`src/rtl/bcs_pkg.sv`:
```
package bcs_pkg;

    localparam int DEF_MAX_BACKENDS = 8;
    localparam int DEF_COUNT_WIDTH  = 16;

    localparam int WEIGHT_SLOTS = 8;
    localparam int WEIGHT_W     = 8;
    localparam int WEIGHTS_W    = WEIGHT_SLOTS * WEIGHT_W;

    localparam int BC_W        = 4;
    localparam int MODE_W      = 2;
    localparam int CFG_IDX_W   = 2;
    localparam int CFG_DATA_W  = 64;
    localparam int ACTION_W    = 2;
    localparam int BACKEND_W   = 3;
    localparam int OUT_COUNT_W = 16;
    localparam int STATUS_W    = 2;
    // wide enough for the backend count register and the largest backend limit
    localparam int NCALC_W     = 5;

    localparam logic [BC_W-1:0]      BC_RESET      = 4'd1;
    localparam logic [WEIGHTS_W-1:0] WEIGHTS_RESET = 64'h0101_0101_0101_0101;

    typedef enum logic [CFG_IDX_W-1:0] {
        REG_BACKEND_COUNT = 2'd0,
        REG_MODE          = 2'd1,
        REG_WEIGHTS       = 2'd2
    } cfg_reg_t;

    typedef enum logic [MODE_W-1:0] {
        MODE_RR  = 2'd0,
        MODE_LC  = 2'd1,
        MODE_SED = 2'd2,
        MODE_NQ  = 2'd3
    } mode_t;

    typedef enum logic [ACTION_W-1:0] {
        ACT_PICK  = 2'd0,
        ACT_OPEN  = 2'd1,
        ACT_CLOSE = 2'd2,
        ACT_QUERY = 2'd3
    } action_t;

    typedef enum logic [STATUS_W-1:0] {
        ST_OK    = 2'd0,
        ST_RANGE = 2'd1,
        ST_SAT   = 2'd2
    } status_t;

    typedef enum logic [2:0] {
        S_IDLE,
        S_SCAN,
        S_DRAIN,
        S_FETCH,
        S_LOAD,
        S_DONE
    } state_t;

endpackage

```
`src/rtl/backend_connection_scheduler.sv`:
```
// Steps: open, close and query pass through fetch, load and done to the output register; an
// index beyond the backend count goes straight to done; a pick scans the n backends in use
// (one count memory read per cycle), then drains, fetches and loads in the scanning modes,
// and goes straight to fetch in round robin. Throughput: one request at a time, taken only in idle.
// A finished response waits in its output register while the next request is taken.
// Reset: counts read as zero, cursor zero, backend count 1, round robin, all weights 1.
module backend_connection_scheduler #(
    parameter int MAX_BACKENDS = bcs_pkg::DEF_MAX_BACKENDS,
    parameter int COUNT_WIDTH  = bcs_pkg::DEF_COUNT_WIDTH
) (
    input  logic                             clk,
    input  logic                             rst_n,
    input  logic                             cfg_we,
    input  logic [bcs_pkg::CFG_IDX_W-1:0]    cfg_index,
    input  logic [bcs_pkg::CFG_DATA_W-1:0]   cfg_data,
    input  logic                             req_valid,
    output logic                             req_ready,
    input  logic [bcs_pkg::ACTION_W-1:0]     action,
    input  logic [bcs_pkg::BACKEND_W-1:0]    backend,
    output logic                             rsp_valid,
    input  logic                             rsp_ready,
    output logic [bcs_pkg::BACKEND_W-1:0]    chosen,
    output logic [bcs_pkg::OUT_COUNT_W-1:0]  active_count,
    output logic [bcs_pkg::STATUS_W-1:0]     status
);

    localparam int IDX_W    = (MAX_BACKENDS > 1) ? $clog2(MAX_BACKENDS) : 1;
    localparam int NCALC_W  = bcs_pkg::NCALC_W;
    localparam int BK_W     = bcs_pkg::BACKEND_W;
    localparam int OUT_W    = bcs_pkg::OUT_COUNT_W;
    localparam int WEIGHT_W = bcs_pkg::WEIGHT_W;
    localparam int MUL_W    = COUNT_WIDTH + 1;
    localparam int PROD_W   = MUL_W + WEIGHT_W;
    localparam logic [COUNT_WIDTH-1:0] CNT_MAX = '1;

    function automatic logic [WEIGHT_W-1:0] weight_at(
        input logic [bcs_pkg::WEIGHTS_W-1:0] wv,
        input logic [IDX_W-1:0]              idx
    );
        logic [WEIGHT_W-1:0] w;
        w = '0;
        for (int k = 0; k < bcs_pkg::WEIGHT_SLOTS; k++)
        begin
            if (int'(idx) == k)
            begin
                w = wv[k*WEIGHT_W +: WEIGHT_W];
            end
        end
        return w;
    endfunction

    bcs_pkg::state_t  state_reg, state_next;

    logic [bcs_pkg::BC_W-1:0]      bc_reg, bc_next;
    bcs_pkg::mode_t                mode_reg, mode_next;
    logic [bcs_pkg::WEIGHTS_W-1:0] weights_reg, weights_next;
    logic [IDX_W-1:0]              cursor_reg, cursor_next;

    bcs_pkg::action_t        act_reg, act_next;
    logic [BK_W-1:0]         tgt_reg, tgt_next;
    logic [IDX_W-1:0]        pick_reg, pick_next;
    logic [IDX_W-1:0]        scan_reg, scan_next;

    logic                    cmp_vld_reg, cmp_vld_next;
    logic [IDX_W-1:0]        cmp_idx_reg, cmp_idx_next;
    logic                    found_reg, found_next;
    logic [IDX_W-1:0]        best_idx_reg, best_idx_next;
    logic [COUNT_WIDTH-1:0]  best_cnt_reg, best_cnt_next;
    logic [WEIGHT_W-1:0]     best_w_reg, best_w_next;
    logic                    idle_found_reg, idle_found_next;
    logic [IDX_W-1:0]        idle_idx_reg, idle_idx_next;

    logic [BK_W-1:0]         res_chosen_reg, res_chosen_next;
    logic [COUNT_WIDTH-1:0]  res_count_reg, res_count_next;
    bcs_pkg::status_t        res_status_reg, res_status_next;

    logic                    rsp_valid_reg, rsp_valid_next;
    logic [BK_W-1:0]         chosen_reg, chosen_next;
    logic [OUT_W-1:0]        acount_reg, acount_next;
    bcs_pkg::status_t        status_reg, status_next;

    logic                    rd_en;
    logic [IDX_W-1:0]        rd_addr;
    logic [COUNT_WIDTH-1:0]  rd_data;
    logic                    wr_en;

    logic [NCALC_W-1:0]      n_live;
    logic                    last_issue;
    logic                    tgt_beyond;
    logic                    out_free;
    logic [IDX_W-1:0]        rr_choice;
    logic [IDX_W-1:0]        rr_after;
    logic [NCALC_W-1:0]      rr_inc;
    logic [IDX_W-1:0]        scan_choice;
    logic [IDX_W-1:0]        fetch_idx;

    logic [WEIGHT_W-1:0]     cmp_w;
    logic [MUL_W-1:0]        cnt_inc;
    logic [MUL_W-1:0]        best_inc;
    logic [PROD_W-1:0]       lhs;
    logic [PROD_W-1:0]       rhs;

    logic [COUNT_WIDTH-1:0]  load_cnt;
    bcs_pkg::status_t        load_status;
    logic                    load_write;

    bcs_count_store #(
        .DEPTH  (MAX_BACKENDS),
        .DATA_W (COUNT_WIDTH),
        .ADDR_W (IDX_W)
    ) u_count_store (
        .clk     (clk),
        .rst_n   (rst_n),
        .rd_en   (rd_en),
        .rd_addr (rd_addr),
        .rd_data (rd_data),
        .wr_en   (wr_en),
        .wr_addr (pick_reg),
        .wr_data (load_cnt)
    );

    // clamp the backend count to 1..MAX_BACKENDS
    always_comb
    begin
        if (bc_reg == '0)
        begin
            n_live = NCALC_W'(1);
        end
        else if (NCALC_W'(bc_reg) > NCALC_W'(MAX_BACKENDS))
        begin
            n_live = NCALC_W'(MAX_BACKENDS);
        end
        else
        begin
            n_live = NCALC_W'(bc_reg);
        end
    end

    assign last_issue = (NCALC_W'(scan_reg) == (n_live - NCALC_W'(1)));
    assign tgt_beyond = (NCALC_W'(backend) >= n_live);
    assign out_free   = !rsp_valid_reg || rsp_ready;

    assign rr_choice = (NCALC_W'(cursor_reg) < n_live) ? cursor_reg : '0;
    assign rr_inc    = NCALC_W'(rr_choice) + NCALC_W'(1);
    assign rr_after  = (rr_inc < n_live) ? IDX_W'(rr_inc) : '0;

    always_comb
    begin
        if (mode_reg == bcs_pkg::MODE_NQ && idle_found_reg)
        begin
            scan_choice = idle_idx_reg;
        end
        else if (found_reg)
        begin
            scan_choice = best_idx_reg;
        end
        else
        begin
            scan_choice = '0;
        end
    end

    assign fetch_idx = (act_reg == bcs_pkg::ACT_PICK && mode_reg != bcs_pkg::MODE_RR)
                       ? scan_choice : pick_reg;

    // exact compare of (count+1)/weight by cross-multiplication
    assign cmp_w    = weight_at(weights_reg, cmp_idx_reg);
    assign cnt_inc  = MUL_W'(rd_data) + MUL_W'(1);
    assign best_inc = MUL_W'(best_cnt_reg) + MUL_W'(1);
    assign lhs      = PROD_W'(cnt_inc) * PROD_W'(best_w_reg);
    assign rhs      = PROD_W'(best_inc) * PROD_W'(cmp_w);

    always_comb
    begin
        load_cnt    = rd_data;
        load_status = bcs_pkg::ST_OK;
        load_write  = 1'b0;
        case (act_reg)
            bcs_pkg::ACT_OPEN:
            begin
                if (rd_data == CNT_MAX)
                begin
                    load_status = bcs_pkg::ST_SAT;
                end
                else
                begin
                    load_cnt   = rd_data + COUNT_WIDTH'(1);
                    load_write = 1'b1;
                end
            end
            bcs_pkg::ACT_CLOSE:
            begin
                if (rd_data == '0)
                begin
                    load_status = bcs_pkg::ST_SAT;
                end
                else
                begin
                    load_cnt   = rd_data - COUNT_WIDTH'(1);
                    load_write = 1'b1;
                end
            end
            default:
            begin
            end
        endcase
    end

    always_comb
    begin
        state_next = state_reg;
        case (state_reg)
            bcs_pkg::S_IDLE:
            begin
                if (req_valid)
                begin
                    if (action == bcs_pkg::ACT_PICK)
                    begin
                        state_next = (mode_reg == bcs_pkg::MODE_RR) ? bcs_pkg::S_FETCH
                                                                    : bcs_pkg::S_SCAN;
                    end
                    else if (tgt_beyond)
                    begin
                        state_next = bcs_pkg::S_DONE;
                    end
                    else
                    begin
                        state_next = bcs_pkg::S_FETCH;
                    end
                end
            end
            bcs_pkg::S_SCAN:
            begin
                if (last_issue)
                begin
                    state_next = bcs_pkg::S_DRAIN;
                end
            end
            bcs_pkg::S_DRAIN:
            begin
                state_next = bcs_pkg::S_FETCH;
            end
            bcs_pkg::S_FETCH:
            begin
                state_next = bcs_pkg::S_LOAD;
            end
            bcs_pkg::S_LOAD:
            begin
                state_next = bcs_pkg::S_DONE;
            end
            bcs_pkg::S_DONE:
            begin
                if (out_free)
                begin
                    state_next = bcs_pkg::S_IDLE;
                end
            end
            default:
            begin
                state_next = bcs_pkg::S_IDLE;
            end
        endcase
    end

    always_comb
    begin
        req_ready = 1'b0;
        rd_en     = 1'b0;
        rd_addr   = pick_reg;
        wr_en     = 1'b0;
        case (state_reg)
            bcs_pkg::S_IDLE:
            begin
                req_ready = 1'b1;
            end
            bcs_pkg::S_SCAN:
            begin
                rd_en   = 1'b1;
                rd_addr = scan_reg;
            end
            bcs_pkg::S_FETCH:
            begin
                rd_en   = 1'b1;
                rd_addr = fetch_idx;
            end
            bcs_pkg::S_LOAD:
            begin
                wr_en = load_write;
            end
            default:
            begin
            end
        endcase
    end

    always_comb
    begin
        bc_next         = bc_reg;
        mode_next       = mode_reg;
        weights_next    = weights_reg;
        cursor_next     = cursor_reg;
        act_next        = act_reg;
        tgt_next        = tgt_reg;
        pick_next       = pick_reg;
        scan_next       = scan_reg;
        cmp_vld_next    = (state_reg == bcs_pkg::S_SCAN);
        cmp_idx_next    = scan_reg;
        found_next      = found_reg;
        best_idx_next   = best_idx_reg;
        best_cnt_next   = best_cnt_reg;
        best_w_next     = best_w_reg;
        idle_found_next = idle_found_reg;
        idle_idx_next   = idle_idx_reg;
        res_chosen_next = res_chosen_reg;
        res_count_next  = res_count_reg;
        res_status_next = res_status_reg;
        rsp_valid_next  = rsp_valid_reg;
        chosen_next     = chosen_reg;
        acount_next     = acount_reg;
        status_next     = status_reg;

        if (rsp_valid_reg && rsp_ready)
        begin
            rsp_valid_next = 1'b0;
        end

        case (state_reg)
            bcs_pkg::S_IDLE:
            begin
                if (req_valid)
                begin
                    act_next        = bcs_pkg::action_t'(action);
                    tgt_next        = backend;
                    scan_next       = '0;
                    found_next      = 1'b0;
                    idle_found_next = 1'b0;
                    if (action == bcs_pkg::ACT_PICK)
                    begin
                        if (mode_reg == bcs_pkg::MODE_RR)
                        begin
                            pick_next   = rr_choice;
                            cursor_next = rr_after;
                        end
                    end
                    else if (tgt_beyond)
                    begin
                        res_chosen_next = backend;
                        res_count_next  = '0;
                        res_status_next = bcs_pkg::ST_RANGE;
                    end
                    else
                    begin
                        pick_next = IDX_W'(backend);
                    end
                end
            end
            bcs_pkg::S_SCAN:
            begin
                scan_next = scan_reg + IDX_W'(1);
            end
            bcs_pkg::S_FETCH:
            begin
                pick_next = fetch_idx;
            end
            bcs_pkg::S_LOAD:
            begin
                res_chosen_next = (act_reg == bcs_pkg::ACT_PICK) ? BK_W'(pick_reg) : tgt_reg;
                res_count_next  = load_cnt;
                res_status_next = load_status;
            end
            bcs_pkg::S_DONE:
            begin
                if (out_free)
                begin
                    rsp_valid_next = 1'b1;
                    chosen_next    = res_chosen_reg;
                    acount_next    = OUT_W'(res_count_reg);
                    status_next    = res_status_reg;
                end
            end
            default:
            begin
            end
        endcase

        // fold in the count that returned from the scan read
        if (cmp_vld_reg)
        begin
            if (mode_reg == bcs_pkg::MODE_LC)
            begin
                if (!found_reg || rd_data < best_cnt_reg)
                begin
                    found_next    = 1'b1;
                    best_idx_next = cmp_idx_reg;
                    best_cnt_next = rd_data;
                    best_w_next   = cmp_w;
                end
            end
            else if (cmp_w != '0)
            begin
                if (!found_reg || lhs < rhs)
                begin
                    found_next    = 1'b1;
                    best_idx_next = cmp_idx_reg;
                    best_cnt_next = rd_data;
                    best_w_next   = cmp_w;
                end
                if (mode_reg == bcs_pkg::MODE_NQ && !idle_found_reg && rd_data == '0)
                begin
                    idle_found_next = 1'b1;
                    idle_idx_next   = cmp_idx_reg;
                end
            end
        end

        if (cfg_we)
        begin
            case (cfg_index)
                bcs_pkg::REG_BACKEND_COUNT:
                begin
                    bc_next     = cfg_data[bcs_pkg::BC_W-1:0];
                    cursor_next = '0;
                end
                bcs_pkg::REG_MODE:
                begin
                    mode_next = bcs_pkg::mode_t'(cfg_data[bcs_pkg::MODE_W-1:0]);
                end
                bcs_pkg::REG_WEIGHTS:
                begin
                    weights_next = cfg_data[bcs_pkg::WEIGHTS_W-1:0];
                end
                default:
                begin
                end
            endcase
        end
    end

    always_ff @(posedge clk or negedge rst_n)
    begin
        if (!rst_n)
        begin
            state_reg      <= bcs_pkg::S_IDLE;
            bc_reg         <= bcs_pkg::BC_RESET;
            mode_reg       <= bcs_pkg::MODE_RR;
            weights_reg    <= bcs_pkg::WEIGHTS_RESET;
            cursor_reg     <= '0;
            cmp_vld_reg    <= 1'b0;
            found_reg      <= 1'b0;
            idle_found_reg <= 1'b0;
            rsp_valid_reg  <= 1'b0;
        end
        else
        begin
            state_reg      <= state_next;
            bc_reg         <= bc_next;
            mode_reg       <= mode_next;
            weights_reg    <= weights_next;
            cursor_reg     <= cursor_next;
            cmp_vld_reg    <= cmp_vld_next;
            found_reg      <= found_next;
            idle_found_reg <= idle_found_next;
            rsp_valid_reg  <= rsp_valid_next;
        end
    end

    always_ff @(posedge clk)
    begin
        act_reg        <= act_next;
        tgt_reg        <= tgt_next;
        pick_reg       <= pick_next;
        scan_reg       <= scan_next;
        cmp_idx_reg    <= cmp_idx_next;
        best_idx_reg   <= best_idx_next;
        best_cnt_reg   <= best_cnt_next;
        best_w_reg     <= best_w_next;
        idle_idx_reg   <= idle_idx_next;
        res_chosen_reg <= res_chosen_next;
        res_count_reg  <= res_count_next;
        res_status_reg <= res_status_next;
        chosen_reg     <= chosen_next;
        acount_reg     <= acount_next;
        status_reg     <= status_next;
    end

    assign rsp_valid    = rsp_valid_reg;
    assign chosen       = chosen_reg;
    assign active_count = acount_reg;
    assign status       = status_reg;

endmodule

```
`src/rtl/bcs_count_store.sv`:
```
module bcs_count_store #(
    parameter int DEPTH  = 8,
    parameter int DATA_W = 16,
    parameter int ADDR_W = 3
) (
    input  logic              clk,
    input  logic              rst_n,
    input  logic              rd_en,
    input  logic [ADDR_W-1:0] rd_addr,
    output logic [DATA_W-1:0] rd_data,
    input  logic              wr_en,
    input  logic [ADDR_W-1:0] wr_addr,
    input  logic [DATA_W-1:0] wr_data
);

    logic [DATA_W-1:0] count_mem [DEPTH];
    logic [DATA_W-1:0] rd_data_reg;
    logic [DEPTH-1:0]  vld_reg;
    logic              rd_vld_reg;

    always_ff @(posedge clk)
    begin
        if (wr_en)
        begin
            count_mem[wr_addr] <= wr_data;
        end
        if (rd_en)
        begin
            rd_data_reg <= count_mem[rd_addr];
        end
    end

    // an entry never written since reset reads as zero
    always_ff @(posedge clk or negedge rst_n)
    begin
        if (!rst_n)
        begin
            vld_reg    <= '0;
            rd_vld_reg <= 1'b0;
        end
        else
        begin
            if (wr_en)
            begin
                vld_reg[wr_addr] <= 1'b1;
            end
            if (rd_en)
            begin
                rd_vld_reg <= vld_reg[rd_addr];
            end
        end
    end

    assign rd_data = rd_vld_reg ? rd_data_reg : '0;

endmodule

```
`config.mk`:
```
export PLATFORM = sky130hd
export DESIGN_NAME = backend_connection_scheduler
export DESIGN_NICKNAME = d
export VERILOG_FILES = /design/src/rtl/bcs_pkg.sv /design/src/rtl/backend_connection_scheduler.sv /design/src/rtl/bcs_count_store.sv
export SDC_FILE = /design/constraint.sdc
export NUM_CORES = 1
export LEC_CHECK = 0
export ABC_AREA = 1
export BUFFER_PORTS_ARGS = -buffer_cell sky130_fd_sc_hd__clkbuf_2
export CORE_AREA = 2 2 202 204
export DETAILED_ROUTE_END_ITERATION = 6
export DIE_AREA = 0 0 204 206
export GPL_ROUTABILITY_DRIVEN = 0
export PLACE_DENSITY_LB_ADDON = 0.15
export SYNTH_ARGS = -nofsm -noshare
export SYNTH_HDL_FRONTEND = slang
export SYNTH_HIERARCHICAL = 1
export SYNTH_SLANG_ARGS = --single-unit
```
`constraint.sdc`:
```
create_clock -name clk -period 8.6 [get_ports clk]
set_clock_uncertainty 0.2 [all_clocks]
set_input_delay 0 -clock clk [delete_from_list [all_inputs] [get_ports clk]]
set_output_delay 0 -clock clk [all_outputs]
set_load 0.1 [all_outputs]
```
# Word-level counts from Yosys, hierarchy flattened
# Memory sizes are Yosys's and may differ from the RTL's. A register that Yosys moved wholly into a read port is not among the register bits.
# Cells that the tools add are included.
# Widths: inputs -> output; s select.
# op_classes
multipliers	2
n_bitwise	2
n_reduce_logical	39
n_eq_ne	28
n_addsub	7
order_cmp	9
mux	96
# ops
cell	count
$mux 16	10
$mux 8	12
$mux 3	29
$pmux 16 s2	2
$mul 17x8->25	2
$add 16x1->17 const B	2
$lt 25x25->1	1
$mux 1	25
$pmux 3 s2	4
$eq 3x3->1 const B	6
$pmux 3 s6	1
$add 16x1->16 const B	1
$eq 16x16->1 const B	1
$logic_not 16->1	1
$lt 16x16->1	1
$reduce_and 4->1	4
$sub 16x1->16 const B	1
$eq 3x2->1 const B	4
$mux 2	6
$reduce_and 2->1	6
$reduce_bool 2->1	6
$logic_not 2->1	4
$lt 3x4->1 const B	2
$ne 2x2->1 const B	4
other kinds (30)	48
# word_totals
output_inout_bits	23
word_cells	210
reg_bits	175
mem_bits_rw	128
mem_count	1
inputBits	76
# mem_list
name	depth	word_bits	rd	rd_ports_with_merged_regs	wr	line_no	rtl
u_count_store.count_mem	8	16	1	1	1	bcs_count_store.sv:16	logic [DATA_W-1:0] count_mem [DEPTH];

# Logic depth before layout (Yosys ltp)
# Gate-level depths: netlist of run 1.
# logic_depth
ltp_word	16
depth_mapped	41
ltp_nobuf	40

# Hierarchy
# Netlist of run 1, hierarchy kept.
# modules_own_cells
mod	area_each_um2	cells_per_inst	instances	seq_area_each_um2
backend_connection_scheduler	17588.1	2074	1	4565.6
bcs_count_store	6008.3	488	1	4549.4

# Worst setup path before layout of run 1
# Ideal clock, no wire load.
# synth_path
path_type	reg2reg
start	register u_count_store.rd_vld_reg
end	register best_cnt_reg[0] (enable)
path_stages_with_launch	39
arrival_ps	6976
setup_time_ps	373
slack_ps	1051
path_cell_list	dfrtp_1 -> clkbuf_1 -> clkbuf_1 -> nand2_1 -> inv_1 -> buf_2 -> inv_2 -> nor4_4 -> nand2_2 -> nor2_4 -> nand2_4 -> nor2_4 -> xor2_2 -> nand2_1 -> fa_1 -> inv_1 -> fa_1 -> fa_1 -> [3 not listed] -> nor4_1 -> nand4_1 -> nand3_1 -> a21oi_1 -> o21ai_0 -> xor2_1 -> ha_1 -> nand4_1 -> nor4_1 -> inv_1 -> nor4_1 -> nand2_1 -> nand2_1 -> nand2_1 -> nand2_1 -> nand2_1 -> nand2_1 -> inv_1
# synth_between
elab_chain_len	7
# synth_lines
item	line_no	rtl
from (decl)	bcs_count_store.sv:19	logic rd_vld_reg;
from (signal assigned)	bcs_count_store.sv:49	rd_vld_reg <= vld_reg[rd_addr];
$mux 16 (*)	bcs_count_store.sv:54	assign rd_data = rd_vld_reg ? rd_data_reg : '0;
net rd_data[5]	backend_connection_scheduler.sv:84	logic [COUNT_WIDTH-1:0] rd_data;
$add 16x1->17	backend_connection_scheduler.sv:168	assign cnt_inc = MUL_W'(rd_data) + MUL_W'(1);
$mul 17x8->25	backend_connection_scheduler.sv:170	assign lhs = PROD_W'(cnt_inc) * PROD_W'(best_w_reg);
$lt 25x25->1	backend_connection_scheduler.sv:401	if (!found_reg || lhs < rhs)
$logic_or 1x1->1	backend_connection_scheduler.sv:401	
$reduce_bool 2->1 (no line)	n/a	
$reduce_and 4->1 (no line) (*)	n/a	
to (signal assigned)	backend_connection_scheduler.sv:475	best_cnt_reg <= best_cnt_next;
to (decl)	backend_connection_scheduler.sv:68	logic [COUNT_WIDTH-1:0] best_cnt_reg, best_cnt_next;
# The timed path passes the listed nets; every way through them passes the cells marked *.
# A chain may end at the register's enable or synchronous reset.

# Worst setup path in the final report of run 1
# layout_path
start	register cmp_idx_reg[1]
end	register best_cnt_reg[8] (enable)
# layout_between
elab_chain_len	14
# layout_lines
item	line_no	rtl
from (decl)	backend_connection_scheduler.sv:65	logic [IDX_W-1:0] cmp_idx_reg, cmp_idx_next;
from (signal assigned)	backend_connection_scheduler.sv:473	cmp_idx_reg <= cmp_idx_next;
$logic_not 3->1	backend_connection_scheduler.sv:44	if (int'(idx) == k)
$mux 8 (7 in series)	backend_connection_scheduler.sv:44	
$mux 8 (*)	backend_connection_scheduler.sv:44	
$mul 17x8->25	backend_connection_scheduler.sv:171	assign rhs = PROD_W'(best_inc) * PROD_W'(cmp_w);
$lt 25x25->1	backend_connection_scheduler.sv:401	
$logic_or 1x1->1	backend_connection_scheduler.sv:401	
$reduce_bool 2->1 (no line)	n/a	
$reduce_and 4->1 (no line) (*)	n/a	
# Mark *: on every way between the ends. The rest lies on a longest branch, timed or not.

==> impl_results.md, run 1 <==
* Cell count after synthesis at 2562
* Worst slack at placement at 161 ps
* Clock transition at the registers of the reported paths at 60 ps
* Clk_lat worst skew at 550 ps
* Hold crit path type: in2reg
* Max-slew violations at 0
* Yosys top cell by area: edfxtp_1
* Syn Std Cell Area at 0.0236 sq mm
* Routed WL at 61.7 mm
* Ys async rst share at 27.9%
* Post-route minimum period at 8230 ps
* Initial DRC Count at 1632
* Worst Tran Pin Value at 1150 ps
* Top_reg_cell synth: edfxtp_1
* Setup Viol. Count Final at 0
* R2R Setup Slk at 370 ps
* Arrival @ worst endpoint at 8290 ps
* H-Tree Level Count at 2
* Crit Path Class: reg2reg
* Filler Cells Inserted at 3186
* CTS Buf Count at 34
* Largest net degree at the start of global routing at 73
* Top post-synthesis cells by area: edfxtp_1 29%, fa_1 15%, dfrtp_1 8.5%
* Clk Tree Root Cell: clkbuf_16
* Post-DP HPWL at 44.8 mm
* Die area at 0.0420 sq mm
* Ports at 99
* CP max stage cell: fa_1
* WL/cell at 18.6 um
* FF-to-FF Start: cmp_idx_reg[1]
* Syn_nets at 2965
* Initial antenna violation count at 1
* Num rows at 74
* Multi-input combinational cell area at 0.0127 sq mm
* Max-Cap Viols at 0
* # DRC at 0
* Final worst-path cycle share at 95.6%
* Status: completed
* Layout area overhead at 14.0%
* Crit path max fanout at 24
* Synth Register Bits at 319
* Max FFs per register at 128
* Sequential element share of the synthesized area at 38.6%
* DR pass1 iterations at 6
* Seq. cell area at 0.00912 sq mm
* Worst setup path endpoint: best_cnt_reg[8]
* Yosys warning total at 6
* Vias in the first global route at 19300
* Netlist cell types at 62
* Vias per Instance at 5.63
* RR Endpoint: best_cnt_reg[8]
* Initial core utilization at 58.7%
* CP Data Required Time at 8660 ps
* Most common cell in the netlist: nand2_1
* Placeable Area at 0.0402 sq mm
* Number of routed nets with antenna violations at 0
* Clock sinks at 319
* Slew margin rel. at 23.3%
* Syn avg cell area at 9.21 sq um
* Critical path's most frequent cell: nand2_1
* Post-synth top cells: 450 x nand2_1, 411 x inv_1, 350 x nor2_1
* Largest stage delay on the critical path at 560 ps
* Max Clk Rate at 122 MHz
* DIE WIDTH at 204 um
* Port Buffers at 98
* R2R depth at 36
* Critical Path End Type: flop
* Worst setup margin at 374 ps
* Synth top area share at 28.9%
* Startpoint types: flop
* CP startpoint: cmp_idx_reg[1]
* CTS tree: done
* CTS Buffer Depth at 3
* Final nets at 3171
* Share of cells above drive strength 1 at 12.3%
* Gr usage total at 30.3%
* Die height at 206 um
* First-pass GRT wire length at 99.4 mm
* GR Overflow Total at 0
* Via total after detailed routing at 18700
* Post-synth EDFFs at 227
* Final hold viol count at 0
[layout by cell type (no fill, tap or decap), types with 97 or more instances in the layout]
cell      Yosys  layout
nor2_1      350     346
a21oi_1     103     101
ha_1        147     145
nand2_1     450     449
o21ai_0     133     132
clkbuf_2      3      97
fa_1        180     180
edfxtp_1    227     227
inv_1       411     411
[final cells by class]
cell class | count | area share [%]
inverters | 431 | 6.02
well taps | 532 | 2.47
clock buffers | 40 | 3.25
multi-input cells | 1746 | 47.0
diodes | 1 | 0.00930
clock inverters | 22 | 0.897
flip-flops and latches | 319 | 33.9
repair buffers | 236 | 6.43
[kinds of logic (layout without fill, tap and decap cells)]
logic type	after synthesis	in the layout	share of synthesized area, %
compound gates	341	341	7.91
xor+xnor	67	67	2.58
fa+ha+maj	327	327	23.1
buf+inv	497	729	8.19
flops	319	319	38.6
mux	57	57	2.71
other cells	0	1	0
simple gates	954	954	16.9
[timing repair]
item | CTS | global route
resized for setup | 0 | 20
endpoints found under the setup margin | 0 | 28
hold endpoints to repair | 193 | 0
hold buffers | 79 | 0
buffers inserted | 0 | 5
[worst max-delay path, delay by kind of cell, from the launching register on]
family                   cells  cell delay, ps
AO/OA/AOI/OAI                5            1140
XOR/XNOR                     1             130
adder cells (fa/ha/maj)      6            2760
buffers and inverters        8            1070
flip-flops                   1             390
AND/OR/NAND/NOR             16            2210
[routing by layer]
layer / part of all wire, % / vias up / GRT usage (%)
met1: 40 / 9195 / 38.2
met4: 3.4 / 0 / 11.9
met2: 50 / 690 / 53.1
met3: 6.1 / 148 / 4.34
met5: 0 / - / 0
li1: - / 8695 / -
[how the worst min path moves through the flow]
stage	slack, ps	endpoint	from	cells past startpoint
after floorplan	-500	bc_reg[1]	rst_n	0
after global placement	-300	bc_reg[3]	rst_n	1
after CTS	10	tgt_reg[0]	backend[0]	2
final	10	act_reg[1]	action[1]	2
after global routing	10	act_reg[1]	action[1]	2
after detailed placement	-290	bc_reg[2]	rst_n	1
[stage by stage]
step           TNS, ps  utilization, %  instances  hold WS [ps]  cell area, sq um
2_1_floorplan        0               -       2562          -496             23600
3_5_place_dp         0            61.9       3180          -291             24900
5_1_grt          -1850            67.0       3327          14.9             26900
3_3_place_gp         0            61.9       3180          -297             24900
6_report             0            67.0       3327          10.6             26900
4_1_cts              0            66.7       3321          11.3             26800
Power of run 1 is left out: the tool's default activity adds up to more than one toggle a clock period on the data nets, which glitch-free logic cannot reach.
==> run 2, diff against run 1 <==
--- a/config.mk
+++ b/config.mk
@@ -7,9 +7,9 @@
 export LEC_CHECK = 0
 export ABC_AREA = 1
 export BUFFER_PORTS_ARGS = -buffer_cell sky130_fd_sc_hd__clkbuf_2
-export CORE_AREA = 2 2 202 204
+export CORE_AREA = 2 2 196 198
 export DETAILED_ROUTE_END_ITERATION = 6
-export DIE_AREA = 0 0 204 206
+export DIE_AREA = 0 0 198 200
 export GPL_ROUTABILITY_DRIVEN = 0
 export PLACE_DENSITY_LB_ADDON = 0.15
 export SYNTH_ARGS = -nofsm -noshare
==> run 2 against run 1 <==
Against the previous run: count of clock-buffer cells in the layout shrank 7; register-to-register slack gained 60 ps; sequential cell count is the same; routed wire length grew 5.6%; sequential share of layout area shrank 0.38 points; via count grew 4.2%; critical path type unchanged.
==> impl_results.md, run 2 (synthesized netlist as in run 1, its figures left out) <==
* Filler Cells Inserted at 2643 (-17%)
* Max-Cap Viols at 0 (unchanged)
* Clock sinks at 319 (unchanged)
* Startpoint types: flop
* Final nets at 3200 (+0.91%)
* Clk_lat worst skew at 590 ps (+40 ps)
* Most common cell after layout, fill and taps aside: nand2_1
* Layout area overhead at 15.4%
* Routed WL at 65.2 mm (+5.6%)
* H-Tree Level Count at 1 (-1)
* Arrival @ worst endpoint at 8290 ps (about the same)
* Largest stage delay on the critical path at 560 ps (about the same)
* R2R Setup Slk at 430 ps (+60 ps)
* Final worst-path cycle share at 95.0% (-0.68 points)
* Post-route minimum period at 8170 ps (-58.8 ps)
* Initial DRC Count at 1808 (+11%)
* Hold crit path type: in2reg
* Die area at 0.0396 sq mm (-5.8%)
* Final hold viol count at 0 (unchanged)
* Max Clk Rate at 122 MHz (+0.72%)
* Worst Tran Pin Value at 1160 ps (+16.4 ps)
* Max-slew violations at 0 (unchanged)
* R2R depth at 40 (+11%)
* Clock transition at the registers of the reported paths at 70 ps (about the same)
* Num rows at 71 (-4.1%)
* CTS Buf Count at 31 (-8.8%)
* Hold path depth at 3 (+1)
* Gr usage total at 34.0% (+3.6 points)
* Placeable Area at 0.0374 sq mm (-6.9%)
* Crit Path Class: reg2reg
* Crit path max-delay family: adder cells
* Clk Tree Root Cell: clkbuf_16
* Die height at 200 um (-2.9%)
* Critical Path End Type: flop
* Max FFs per register at 128 (unchanged)
* DR pass1 iterations at 6 (unchanged)
* Share of cells above drive strength 1 at 12.3% (+0.024 points)
* Crit path max fanout at 24 (unchanged)
* Vias per Instance at 5.86 (+4.0%)
* WL/cell at 19.6 um (+5.4%)
* Leading cell types in the layout, fill and taps excluded: 448 x nand2_1, 408 x inv_1, 345 x nor2_1
* Critical path's most frequent cell: nand2_1
* Largest net degree at the start of global routing at 84 (+15%)
* Hold slack at 8.13 ps (-2.50 ps)
* Setup Viol. Count Final at 0 (unchanged)
* Number of routed nets with antenna violations at 0 (unchanged)
* Vias in the first global route at 20200 (+4.6%)
* Initial core utilization at 63.1% (+4.4 points)
* Via total after detailed routing at 19500 (+4.2%)
* Initial antenna violation count at 1 (unchanged)
* CP Data Required Time at 8720 ps (+60 ps)
* CP max stage cell: fa_1
* CTS tree: done
* Status: completed
* DIE WIDTH at 198 um (-2.9%)
* # DRC at 0 (unchanged)
* CTS Buffer Depth at 3 (unchanged)
* Ports at 99 (unchanged)
* Crit path depth at 40 (+11%)
* Port Buffers at 98 (unchanged)
* Slew margin rel. at 22.4% (-0.98 points)
* Post-DP HPWL at 43.9 mm (-1.9%)
* First-pass GRT wire length at 104 mm (+4.8%)
* WP buf/inv at 10 (+2)
* GR Overflow Total at 0 (unchanged)
run 2: area by class of cell:
type	instances	area [sq um]	share of cell area (%)
Multi-Input combinational cell	1746	12700	46.6
Sequential cell	319	9120	33.5
Timing Repair Buffer	268	2070	7.60
Inverter	431	1620	5.95
Clock buffer	33	783	2.88
Tap cell	511	639	2.35
Clock inverter	24	289	1.06
Antenna cell	1	2.50	0.00919
run 2: worst min-delay path, cell delays in order:
cell and delay, ps:
dlygate4sd3_1 520, clkbuf_2 100, mux2_2 140
run 2: metal layers:
| layer | routed length, um | global-route usage, % | vias to the layer above |
|---|---|---|---|
| met5 | 0 | 0 | - |
| met4 | 3430 | 17.4 | 0 |
| met3 | 4930 | 5.51 | 268 |
| met2 | 32400 | 59.7 | 1039 |
| met1 | 24500 | 40.7 | 9468 |
| li1 | - | - | 8745 |
run 2: final timing paths:
| check | from | to |
|---|---|---|
| worst max-delay path | cmp_idx_reg[1] | best_w_reg[7] |
| worst min-delay path | cfg_data[4] | weights_reg[4] |
| worst max register to register | cmp_idx_reg[1] | best_w_reg[7] |
| worst min register to register | res_count_reg[10] | active_count[10] |
| max in group asynchronous | rst_n | u_count_store/rd_vld_reg |
| min in group asynchronous | rst_n | bc_reg[3] |
run 2: per-stage QoR:
step           setup TNS [ps]  instance area [sq um]  instances  setup WS [ps]  util [%]
2_1_floorplan               0                  23600       2562           1050         -
3_3_place_gp                0                  24800       3151            330      66.3
3_5_place_dp                0                  24800       3151            254      66.3
4_1_cts                     0                  27000       3325            217      72.3
5_1_grt                  -368                  27200       3333          -22.7      72.8
6_report                    0                  27200       3333            433      72.8
run 2: timing repair:
action                     4_1_cts  5_1_grt
resized for setup                0       30
setup buffers                    0        7
hold buffers                   117        0
hold endpoints to repair       186        0
setup endpoints to repair        0       28
Power of run 2 is left out for the same reason.
